[src/hw/rtl/rrts_pkg.sv]
// Shared types and constants of the round-robin thread scheduler.
// Used by the scheduler core, its thread table and its checker; depends on nothing.

package rrts_pkg;

  localparam int ID_W            = 4;
  localparam int PRIO_W          = 8;
  localparam int MAX_THREADS_DEF = 16;
  localparam logic [PRIO_W-1:0] MAIN_PRIO_RST = 8'd31;

  // Highest ready count the 4-bit thread id space allows.
  localparam logic [4:0] MAX_IDS = 5'd16;

  localparam int IN_TDATA_W  = 16;
  localparam int IN_TUSER_W  = 2;
  localparam int OUT_TDATA_W = 24;

  typedef enum logic [1:0] {
    REQ_CREATE,
    REQ_SCHEDULE,
    REQ_BLOCK,
    REQ_UNBLOCK
  } req_t;

  typedef enum logic [1:0] {
    ERR_OK,
    ERR_IN_USE,
    ERR_EMPTY,
    ERR_NOT_WAITING
  } err_code_t;

  typedef enum logic [2:0] {
    ST_UNUSED,
    ST_RUNNING,
    ST_READY,
    ST_BLOCKED,
    ST_WAITING,
    ST_HANGING
  } thread_st_t;

  typedef struct packed {
    thread_st_t        st;
    logic [PRIO_W-1:0] prio;
  } tbl_entry_t;

  typedef struct packed {
    logic       en;
    tbl_entry_t data;
  } tbl_wr_t;

  // Input word, last field in the lowest bits.
  typedef struct packed {
    logic [1:0]        pad;
    logic [1:0]        block_kind;
    logic [PRIO_W-1:0] priority_req;
    logic [ID_W-1:0]   thread_id;
  } in_word_t;

  // Result word, last field in the lowest bits.
  typedef struct packed {
    logic [3:0]        pad;
    logic [4:0]        ready_count;
    err_code_t         error_code;
    logic [PRIO_W-1:0] slice_ticks;
    logic              switched;
    logic [ID_W-1:0]   current_thread;
  } out_word_t;

endpackage

[src/hw/rtl/round_robin_thread_scheduler_core.sv]
// Top level of the round-robin thread scheduler: request sequencer, ready ring memory
// and result register. Depends on rrts_pkg and rrts_table.

// The scheduler keeps a ready deque of thread ids in a ring memory, a state and
// priority entry for each thread in a table memory, and the id of the running thread.
// Each request word (create, schedule, block current, unblock) yields exactly one
// result word carrying the running thread, whether a switch happened, its time slice
// (equal to its priority), an error code and the ready count. A request that fails its
// check changes no state. Create, unblock and every failing request pass through the
// accept step, in which the table and ring are read, and one execute step, in which
// the entry is checked and, if it passes, modified and written back. A schedule or
// block that picks a thread adds a switch step, because the picked thread's table
// entry can only be read after the ring has named it, the thread table read being
// registered. One request is in flight at a time. A finished result sits in an output
// register, so the next request is taken while it waits; the step that writes the
// result holds until that register is free. Thread zero runs after reset with the
// priority in main_priority, and a write of that register takes effect for thread zero
// at once. Write configuration only while no request is in flight.

module round_robin_thread_scheduler_core #(
  parameter int MAX_THREADS = rrts_pkg::MAX_THREADS_DEF
) (
  input  logic                             clk,
  input  logic                             rst_n,
  // Request channel.
  input  logic                             in_tvalid,
  output logic                             in_tready,
  // thread_id[3:0], priority_req[11:4], block_kind[13:12], zero fill.
  input  logic [rrts_pkg::IN_TDATA_W-1:0]  in_tdata,
  // req_type[1:0].
  input  logic [rrts_pkg::IN_TUSER_W-1:0]  in_tuser,
  // Result channel.
  output logic                             out_tvalid,
  input  logic                             out_tready,
  // current_thread[3:0], switched[4], slice_ticks[12:5], error_code[14:13],
  // ready_count[19:15], zero fill.
  output logic [rrts_pkg::OUT_TDATA_W-1:0] out_tdata,
  // main_priority register.
  input  logic                             cfg_wr_en,
  input  logic [rrts_pkg::PRIO_W-1:0]      cfg_wr_data
);
  import rrts_pkg::*;

  localparam int IDX_W = $clog2(MAX_THREADS);
  localparam int CNT_W = $clog2(MAX_THREADS + 1);
  localparam logic [IDX_W-1:0] LAST_IDX = IDX_W'(MAX_THREADS - 1);
  localparam logic [CNT_W-1:0] CNT_FULL = CNT_W'(MAX_THREADS);
  localparam logic [CNT_W:0]   SUM_MAX  = (CNT_W + 1)'(MAX_THREADS);

  typedef enum logic [1:0] {
    S_IDLE,
    S_EXEC,
    S_SWITCH
  } state_t;

  function automatic logic [IDX_W-1:0] to_idx(logic [ID_W-1:0] v);
    logic [IDX_W+ID_W-1:0] w;
    w = {{IDX_W{1'b0}}, v};
    return w[IDX_W-1:0];
  endfunction

  function automatic out_word_t pack_res(logic [ID_W-1:0] cur, logic sw,
                                         logic [PRIO_W-1:0] slice, err_code_t err,
                                         logic [CNT_W-1:0] cnt);
    out_word_t        w;
    logic [CNT_W+4:0] c;
    c                = {5'd0, cnt};
    w.pad            = '0;
    w.ready_count    = c[4:0];
    w.error_code     = err;
    w.slice_ticks    = slice;
    w.switched       = sw;
    w.current_thread = cur;
    return w;
  endfunction

  state_t            state_r, state_nxt;
  req_t              req_r, req_nxt;
  logic [ID_W-1:0]   id_r, id_nxt;
  logic [PRIO_W-1:0] prio_req_r, prio_req_nxt;
  logic [1:0]        kind_r, kind_nxt;
  logic [PRIO_W-1:0] main_prio_r, main_prio_nxt;
  logic [ID_W-1:0]   cur_r, cur_nxt;
  logic [PRIO_W-1:0] cur_prio_r, cur_prio_nxt;
  logic [IDX_W-1:0]  head_r, head_nxt;
  logic [CNT_W-1:0]  count_r, count_nxt;
  logic              fwd_r, fwd_nxt;
  logic [PRIO_W-1:0] held_prio_r, held_prio_nxt;
  logic              out_valid_r, out_valid_nxt;
  out_word_t         out_word_r, out_word_nxt;

  // Ready ring memory.
  logic [ID_W-1:0]   ring_mem_r [MAX_THREADS];
  logic [ID_W-1:0]   ring_q_r;
  logic              ring_rd_en;
  logic              ring_we;
  logic [IDX_W-1:0]  ring_waddr;
  logic [ID_W-1:0]   ring_wdata;

  // Thread table port.
  logic              tbl_rd_en;
  logic [IDX_W-1:0]  tbl_rd_addr;
  tbl_entry_t        tbl_rd_ent;
  tbl_wr_t           tbl_wr;
  logic [IDX_W-1:0]  tbl_wr_addr;

  in_word_t          in_word;
  logic              out_free;
  logic [CNT_W:0]    tail_sum;
  logic [CNT_W:0]    tail_wrap;
  logic [IDX_W-1:0]  tail_idx;
  logic [IDX_W-1:0]  head_inc;
  logic [IDX_W-1:0]  head_dec;
  logic              ring_full;
  logic [PRIO_W-1:0] cur_slice;
  logic              id_ok;
  logic              requeue;
  logic [ID_W-1:0]   new_id;
  thread_st_t        blk_st;
  logic [PRIO_W-1:0] sw_prio;

  rrts_table #(
    .MAX_THREADS (MAX_THREADS)
  ) u_table (
    .clk     (clk),
    .rst_n   (rst_n),
    .rd_en   (tbl_rd_en),
    .rd_addr (tbl_rd_addr),
    .rd_ent  (tbl_rd_ent),
    .wr      (tbl_wr),
    .wr_addr (tbl_wr_addr)
  );

  always_ff @(posedge clk) begin
    if (ring_we) begin
      ring_mem_r[ring_waddr] <= ring_wdata;
    end
    if (ring_rd_en) begin
      ring_q_r <= ring_mem_r[head_r];
    end
  end

  assign in_word    = in_word_t'(in_tdata);
  assign in_tready  = (state_r == S_IDLE);
  assign out_tvalid = out_valid_r;
  assign out_tdata  = out_word_r;
  assign out_free   = !out_valid_r || out_tready;

  // Ring pointer arithmetic; the depth need not be a power of two.
  assign tail_sum  = (CNT_W + 1)'(head_r) + (CNT_W + 1)'(count_r);
  assign tail_wrap = (tail_sum >= SUM_MAX) ? (tail_sum - SUM_MAX) : tail_sum;
  assign tail_idx  = tail_wrap[IDX_W-1:0];
  assign head_inc  = (head_r == LAST_IDX) ? '0 : head_r + 1'b1;
  assign head_dec  = (head_r == '0) ? LAST_IDX : head_r - 1'b1;
  assign ring_full = (count_r == CNT_FULL);

  // Thread zero always runs at the configured main priority.
  assign cur_slice = (cur_r == '0) ? main_prio_r : cur_prio_r;
  assign id_ok     = int'(id_r) < MAX_THREADS;

  // Only a schedule puts the running thread back; a block has just parked it.
  assign requeue = (req_r == REQ_SCHEDULE) && (tbl_rd_ent.st == ST_RUNNING);
  // With an empty ring the re-queued thread is the one popped again.
  assign new_id  = (count_r == '0) ? cur_r : ring_q_r;
  assign sw_prio = fwd_r ? held_prio_r : tbl_rd_ent.prio;

  always_comb begin
    case (kind_r)
      2'd0:    blk_st = ST_BLOCKED;
      2'd1:    blk_st = ST_WAITING;
      default: blk_st = ST_HANGING;
    endcase
  end

  always_comb begin
    err_code_t        err;
    logic [CNT_W-1:0] cnt;
    logic             pushed;

    err    = ERR_OK;
    cnt    = count_r;
    pushed = 1'b0;

    state_nxt     = state_r;
    req_nxt       = req_r;
    id_nxt        = id_r;
    prio_req_nxt  = prio_req_r;
    kind_nxt      = kind_r;
    main_prio_nxt = main_prio_r;
    cur_nxt       = cur_r;
    cur_prio_nxt  = cur_prio_r;
    head_nxt      = head_r;
    count_nxt     = count_r;
    fwd_nxt       = fwd_r;
    held_prio_nxt = held_prio_r;
    out_valid_nxt = out_valid_r;
    out_word_nxt  = out_word_r;

    tbl_rd_en   = 1'b0;
    tbl_rd_addr = to_idx(cur_r);
    tbl_wr      = '0;
    tbl_wr_addr = to_idx(cur_r);
    ring_rd_en  = 1'b0;
    ring_we     = 1'b0;
    ring_waddr  = tail_idx;
    ring_wdata  = cur_r;

    if (out_valid_r && out_tready) begin
      out_valid_nxt = 1'b0;
    end
    if (cfg_wr_en) begin
      main_prio_nxt = cfg_wr_data;
    end

    case (state_r)
      S_IDLE: begin
        if (in_tvalid) begin
          req_nxt      = req_t'(in_tuser);
          id_nxt       = in_word.thread_id;
          prio_req_nxt = in_word.priority_req;
          kind_nxt     = in_word.block_kind;
          tbl_rd_en    = 1'b1;
          if (req_t'(in_tuser) inside {REQ_CREATE, REQ_UNBLOCK}) begin
            tbl_rd_addr = to_idx(in_word.thread_id);
          end
          ring_rd_en = 1'b1;
          state_nxt  = S_EXEC;
        end
      end

      S_EXEC: begin
        case (req_r)
          REQ_CREATE: begin
            if (out_free) begin
              if (!id_ok || tbl_rd_ent.st != ST_UNUSED) begin
                err = ERR_IN_USE;
              end else begin
                tbl_wr.en        = 1'b1;
                tbl_wr.data.st   = ST_READY;
                tbl_wr.data.prio = prio_req_r;
                tbl_wr_addr      = to_idx(id_r);
                if (!ring_full) begin
                  ring_we    = 1'b1;
                  ring_waddr = tail_idx;
                  ring_wdata = id_r;
                  cnt        = count_r + 1'b1;
                end
              end
              count_nxt     = cnt;
              out_valid_nxt = 1'b1;
              out_word_nxt  = pack_res(cur_r, 1'b0, cur_slice, err, cnt);
              state_nxt     = S_IDLE;
            end
          end

          REQ_UNBLOCK: begin
            if (out_free) begin
              if (!id_ok || !(tbl_rd_ent.st inside {[ST_BLOCKED:ST_HANGING]})) begin
                err = ERR_NOT_WAITING;
              end else begin
                tbl_wr.en        = 1'b1;
                tbl_wr.data.st   = ST_READY;
                tbl_wr.data.prio = tbl_rd_ent.prio;
                tbl_wr_addr      = to_idx(id_r);
                if (!ring_full) begin
                  ring_we    = 1'b1;
                  ring_waddr = head_dec;
                  ring_wdata = id_r;
                  head_nxt   = head_dec;
                  cnt        = count_r + 1'b1;
                end
              end
              count_nxt     = cnt;
              out_valid_nxt = 1'b1;
              out_word_nxt  = pack_res(cur_r, 1'b0, cur_slice, err, cnt);
              state_nxt     = S_IDLE;
            end
          end

          default: begin
            // Schedule or block current.
            if ((count_r == '0) && !requeue) begin
              if (out_free) begin
                out_valid_nxt = 1'b1;
                out_word_nxt  = pack_res(cur_r, 1'b0, cur_slice, ERR_EMPTY, count_r);
                state_nxt     = S_IDLE;
              end
            end else begin
              // Write back the outgoing thread, then pop the head.
              tbl_wr.data.prio = tbl_rd_ent.prio;
              tbl_wr_addr      = to_idx(cur_r);
              if (req_r == REQ_BLOCK) begin
                tbl_wr.en      = 1'b1;
                tbl_wr.data.st = blk_st;
              end else if (requeue) begin
                tbl_wr.en      = 1'b1;
                tbl_wr.data.st = ST_READY;
                if (!ring_full) begin
                  ring_we    = 1'b1;
                  ring_waddr = tail_idx;
                  ring_wdata = cur_r;
                  pushed     = 1'b1;
                end
              end
              count_nxt     = pushed ? count_r : count_r - 1'b1;
              head_nxt      = head_inc;
              cur_nxt       = new_id;
              // Picking the same thread again reads the entry being written now.
              fwd_nxt       = (new_id == cur_r);
              held_prio_nxt = tbl_rd_ent.prio;
              tbl_rd_en     = 1'b1;
              tbl_rd_addr   = to_idx(new_id);
              state_nxt     = S_SWITCH;
            end
          end
        endcase
      end

      S_SWITCH: begin
        if (out_free) begin
          tbl_wr.en        = 1'b1;
          tbl_wr.data.st   = ST_RUNNING;
          tbl_wr.data.prio = sw_prio;
          tbl_wr_addr      = to_idx(cur_r);
          cur_prio_nxt     = sw_prio;
          out_valid_nxt    = 1'b1;
          out_word_nxt     = pack_res(cur_r, 1'b1,
                                      (cur_r == '0) ? main_prio_r : sw_prio,
                                      ERR_OK, count_r);
          state_nxt        = S_IDLE;
        end
      end

      default: begin
        state_nxt = S_IDLE;
      end
    endcase
  end

  always_ff @(posedge clk) begin
    if (!rst_n) begin
      state_r     <= S_IDLE;
      main_prio_r <= MAIN_PRIO_RST;
      cur_r       <= '0;
      cur_prio_r  <= '0;
      head_r      <= '0;
      count_r     <= '0;
      fwd_r       <= 1'b0;
      out_valid_r <= 1'b0;
    end else begin
      state_r     <= state_nxt;
      main_prio_r <= main_prio_nxt;
      cur_r       <= cur_nxt;
      cur_prio_r  <= cur_prio_nxt;
      head_r      <= head_nxt;
      count_r     <= count_nxt;
      fwd_r       <= fwd_nxt;
      out_valid_r <= out_valid_nxt;
    end
  end

  always_ff @(posedge clk) begin
    req_r       <= req_nxt;
    id_r        <= id_nxt;
    prio_req_r  <= prio_req_nxt;
    kind_r      <= kind_nxt;
    held_prio_r <= held_prio_nxt;
    out_word_r  <= out_word_nxt;
  end

endmodule

[src/hw/rtl/rrts_table.sv]
// Per-thread state and priority table: one synchronous memory with a registered read.
// Depends on rrts_pkg; entries never written read back as their reset value.

module rrts_table #(
  parameter int   MAX_THREADS = rrts_pkg::MAX_THREADS_DEF,
  localparam int  IDX_W       = $clog2(MAX_THREADS)
) (
  input  logic                 clk,
  input  logic                 rst_n,
  input  logic                 rd_en,
  input  logic [IDX_W-1:0]     rd_addr,
  output rrts_pkg::tbl_entry_t rd_ent,
  input  rrts_pkg::tbl_wr_t    wr,
  input  logic [IDX_W-1:0]     wr_addr
);
  import rrts_pkg::*;

  tbl_entry_t             tbl_mem_r [MAX_THREADS];
  tbl_entry_t             rd_data_r;
  logic [MAX_THREADS-1:0] vld_r;
  logic                   rd_vld_r;
  logic                   rd_zero_r;

  always_ff @(posedge clk) begin
    if (wr.en) begin
      tbl_mem_r[wr_addr] <= wr.data;
    end
    if (rd_en) begin
      rd_data_r <= tbl_mem_r[rd_addr];
    end
  end

  always_ff @(posedge clk) begin
    if (!rst_n) begin
      vld_r     <= '0;
      rd_vld_r  <= 1'b0;
      rd_zero_r <= 1'b0;
    end else begin
      if (wr.en) begin
        vld_r[wr_addr] <= 1'b1;
      end
      if (rd_en) begin
        rd_vld_r  <= vld_r[rd_addr];
        rd_zero_r <= (rd_addr == '0);
      end
    end
  end

  // Thread zero comes out of reset running; every other id starts unused.
  always_comb begin
    if (rd_vld_r) begin
      rd_ent = rd_data_r;
    end else begin
      rd_ent.st   = rd_zero_r ? ST_RUNNING : ST_UNUSED;
      rd_ent.prio = '0;
    end
  end

endmodule

[config.mk]
export PLATFORM = sky130hd
export DESIGN_NAME = round_robin_thread_scheduler_core
export DESIGN_NICKNAME = d
export VERILOG_FILES = /design/src/hw/rtl/rrts_pkg.sv /design/src/hw/rtl/round_robin_thread_scheduler_core.sv /design/src/hw/rtl/rrts_table.sv
export SDC_FILE = /design/constraint.sdc
export NUM_CORES = 1
export LEC_CHECK = 0
export BUFFER_PORTS_ARGS = -buffer_cell sky130_fd_sc_hd__buf_2
export CAP_MARGIN = 0
export CORE_MARGIN = 2
export CORE_UTILIZATION = 60
export CTS_BUF_LIST = sky130_fd_sc_hd__clkbuf_16
export DETAILED_ROUTE_END_ITERATION = 10
export GPL_TIMING_DRIVEN = 0
export PLACE_DENSITY = 0.78
export SETUP_SLACK_MARGIN = 0.5
export SYNTH_ARGS = -nofsm -noshare
export SYNTH_HDL_FRONTEND = slang
export SYNTH_HIERARCHICAL = 1
export SYNTH_SLANG_ARGS = --single-unit
[constraint.sdc]
create_clock -name clk -period 4 [get_ports clk]
set_input_delay 0 -clock clk [delete_from_list [all_inputs] [get_ports clk]]
set_output_delay 0 -clock clk [all_outputs]
set_load 0.02 [all_outputs]
==> impl_metrics.json <==
{
  "fmax_ghz": 0.2832,
  "die_y_um": 162.6,
  "rr_startpoint": "count_r[1]",
  "cts_made_buffers": 36,
  "finalPower_uw": 8469,
  "insertedDiodeCount": 0,
  "worstMarginPinSlew_ns": 1.215,
  "drc": 0,
  "fin_worst_skew_ns": 0.03136,
  "ys_async_sr_fraction_pct": 0,
  "layout_commonest_cell": "edfxtp_1",
  "status": "finished clean",
  "min_from": "cfg_wr_en",
  "worst-setup-path-type": "flip-flop to flip-flop",
  "row_count": 58,
  "hold_end": "main_prio_r[3]",
  "yosysTopAreaCell": "edfxtp_1",
  "cts_tree": "yes",
  "clk_pin_slew_ns": 0.07,
  "cts_buffer_depth": 3,
  "hold_depth": 3,
  "cp-start-kind": "flip-flop",
  "portBuffers": 49,
  "die_w_um": 162.6,
  "ant_nets": 0,
  "synth-seq-area-share_pct": 66.25,
  "hold_class": "input port to flip-flop",
  "yosys_register_bits": 350,
  "wl_per_cell_um": 28.29,
  "drt-initial-drc-count": 1528,
  "area_growth_pct": 21.63,
  "synth_edf_count": 299,
  "finalSetupTns_ns": 0,
  "synth.area.top_cells": "edfxtp_1 (59%), mux4_2 (8.2%), dfxtp_1 (6.8%), mux4_1 (3.7%), a21oi_1 (1.7%)",
  "grt_max_degree": 21,
  "yosys_warnings": 6,
  "syn_avg_cell_area_sq_um": 15.82,
  "cp_num_buf_inv": 5,
  "clock-sinks": 350,
  "cpLargestDelayFamily": "compound AO/OA/AOI/OAI gates",
  "syn_inst": 954,
  "ys.flop_type": "edfxtp_1",
  "grt_pass1_wl_mm": 58.17,
  "cts-root-buf": "clkbuf_16",
  "grt_pass1_vias": 9530,
  "hold_violations": 0,
  "start_util_pct": 60.46,
  "critPathArrivalTime_ns": 3.92,
  "synth_top_area_share_pct": 59.49,
  "final_cell_mix": "edfxtp_1 (299), mux4_2 (65), buf_2 (56)",
  "core_area_sq_um": 24960,
  "drt_wl_total_mm": 41.81,
  "cp_data_required_time_ns": 4.38,
  "crit_chain": "inv_4 -> ha_4 -> or4b_4 -> buf_8 -> nand2_4 -> mux2_4 -> a222oi_1 -> inv_1 -> buf_6 -> clkbuf_16 -> nor2b_1 -> a221oi_1 -> o21bai_1 -> o211ai_1",
  "netlist_area_sq_um": 15090,
  "nets": 1168,
  "htreeDepth": 2,
  "rr_endpoint": "u_table/rd_vld_r",
  "vias_per_cell": 6.823,
  "globalplace.congestion": 0.9249,
  "r2r_setup_slack_ns": 0.47,
  "yosysUniqueCellTypes": 77,
  "via_count": 10090,
  "grt.total_usage_pct": 29.75,
  "ir_drop_mv": 0.3512,
  "worst-r2r-cell-count": 14,
  "hpwl_mm": 23.26,
  "clock_latency_ns": 0.54,
  "drv_slew": 0,
  "rsz0062_at_grt": "true",
  "cap_violations": 0,
  "dieArea_sq_um": 26440,
  "p_leak_uw": 0.005955,
  "antenna_found_initial": 2,
  "period_share_pct": 88.28,
  "relSlewSlack_pct": 18.82,
  "overflow": 0,
  "firstDrtPassIters": 6,
  "cpMaxStageDelayCell": "or4b_4",
  "finalSetupViolCount": 0,
  "final.min_clock_period_ns": 3.531,
  "crit_fanout": 4,
  "cp-end-kind": "flip-flop",
  "drive_gt1_share_pct": 28.75,
  "power_density_nw_per_um2": 461.4,
  "ioPinCount": 57,
  "cpPeakStageDelay_ns": 0.47
}
## metal layers
metal / wire [um] / track usage, % / share of wire [%] / up-vias
met3: 4152 / 5.042 / 9.9 / 167
met5: 24 / 0 / 0.057 / -
met4: 1940 / 11.87 / 4.6 / 4
met2: 20580 / 50.52 / 49 / 772
met1: 15110 / 38.72 / 36 / 5000
li1: - / - / - / 4142
## cell usage after synthesis, types with 5 or more instances
| master | n |
|---|---|
| nand3_1 | 20 |
| mux4_2 | 55 |
| and2_1 | 12 |
| a22o_1 | 17 |
| a21oi_1 | 50 |
| dfxtp_1 | 51 |
| o21ai_0 | 28 |
| mux4_1 | 21 |
| mux2_2 | 6 |
| ha_1 | 16 |
| nand2b_1 | 9 |
| nand2_1 | 47 |
| edfxtp_1 | 299 |
| nor2_1 | 53 |
| a31oi_1 | 5 |
| nor3_1 | 26 |
| a311oi_1 | 5 |
| o31ai_1 | 5 |
| clkbuf_1 | 36 |
| o21a_1 | 20 |
| nor2b_1 | 5 |
| o211ai_1 | 5 |
| nand3b_1 | 5 |
| buf_2 | 11 |
| mux2i_1 | 24 |
| xnor2_1 | 9 |
| inv_1 | 23 |
## worst max path at each step
stage | from | endpoint | depth (start not counted)
after floorplan | count_r[1] | u_table/rd_data_r[10] | 12
after global placement | u_table/rd_vld_r | u_table/tbl_mem_r[12][1] | 10
after detailed placement | u_table/rd_vld_r | u_table/tbl_mem_r[3][0] | 10
after CTS | u_table/rd_vld_r | u_table/tbl_mem_r[7][3] | 9
after global routing | state_r[1] | u_table/rd_data_r[6] | 9
final | count_r[1] | u_table/rd_vld_r | 14
## what timing repair did
item | in CTS | in global routing
setup endpoints to repair | 452 | 342
resized for setup | 96 | 64
cloned | 0 | 3
hold buffers | 30 | 0
endpoints found under the hold margin | 32 | 0
setup buffers | 19 | 20
pin swaps | 13 | 12
## flip-flops by register name (all words and copies together) (netlist names), 5 cells and up
signal and flops:
out_tdata 20, ring_mem_r 64, cur_prio_r 8, u_table/tbl_mem_r 176, u_table/vld_r 16, u_table/rd_data_r 11, main_prio_r 8, count_r 5
prio_req_r 8, held_prio_r 8
## power breakdown
| group | internal [uW] | leakage [uW] | switching, uW |
|---|---|---|---|
| sequential | 4030 | 0.00297 | 39.4 |
| combinational | 423 | 0.00239 | 611 |
| clock | 1920 | 0.000601 | 1450 |
## logic make-up after synthesis
kind of cell,after synthesis,synth area share (%)
compound gates,177,7.966
buf+inv,84,2.686
fa+ha+maj,17,1.459
other cells,1,0.02485
flops,350,66.25
simple gates,208,7.071
xor+xnor,11,0.6384
mux,106,13.90
## stage by stage
step	area [sq um]	setup WS, ns	instances	hold WS (ns)	util, %
after floorplan	15110	0.5678	957	0.09887	-
after global placement	15770	-1.088	1336	0.1794	63.16
after detailed placement	15830	-0.7155	1340	0.1781	63.43
after CTS	17870	0.5008	1455	0.0005035	71.57
after global routing	18360	0.4114	1478	0.03138	73.54
final	18360	0.4688	1478	0.007402	73.54
## tightest hold or removal path, stage by stage
cell      delay (ns)
clkbuf_1        0.25
mux2i_1         0.19
nand2_1         0.06
## area by class of cell
cell class	count	area [sq um]
clock inverters	30	266.5
fillers	1411	6606
clock buffers	36	900.9
well taps	330	412.9
multi-input cells	523	5104
inverters	24	95.09
plain buffers	60	444.2
flip-flops and latches	350	10010
repair buffers	125	1127
No activity file was read; power rests on OpenSTA's default activity.
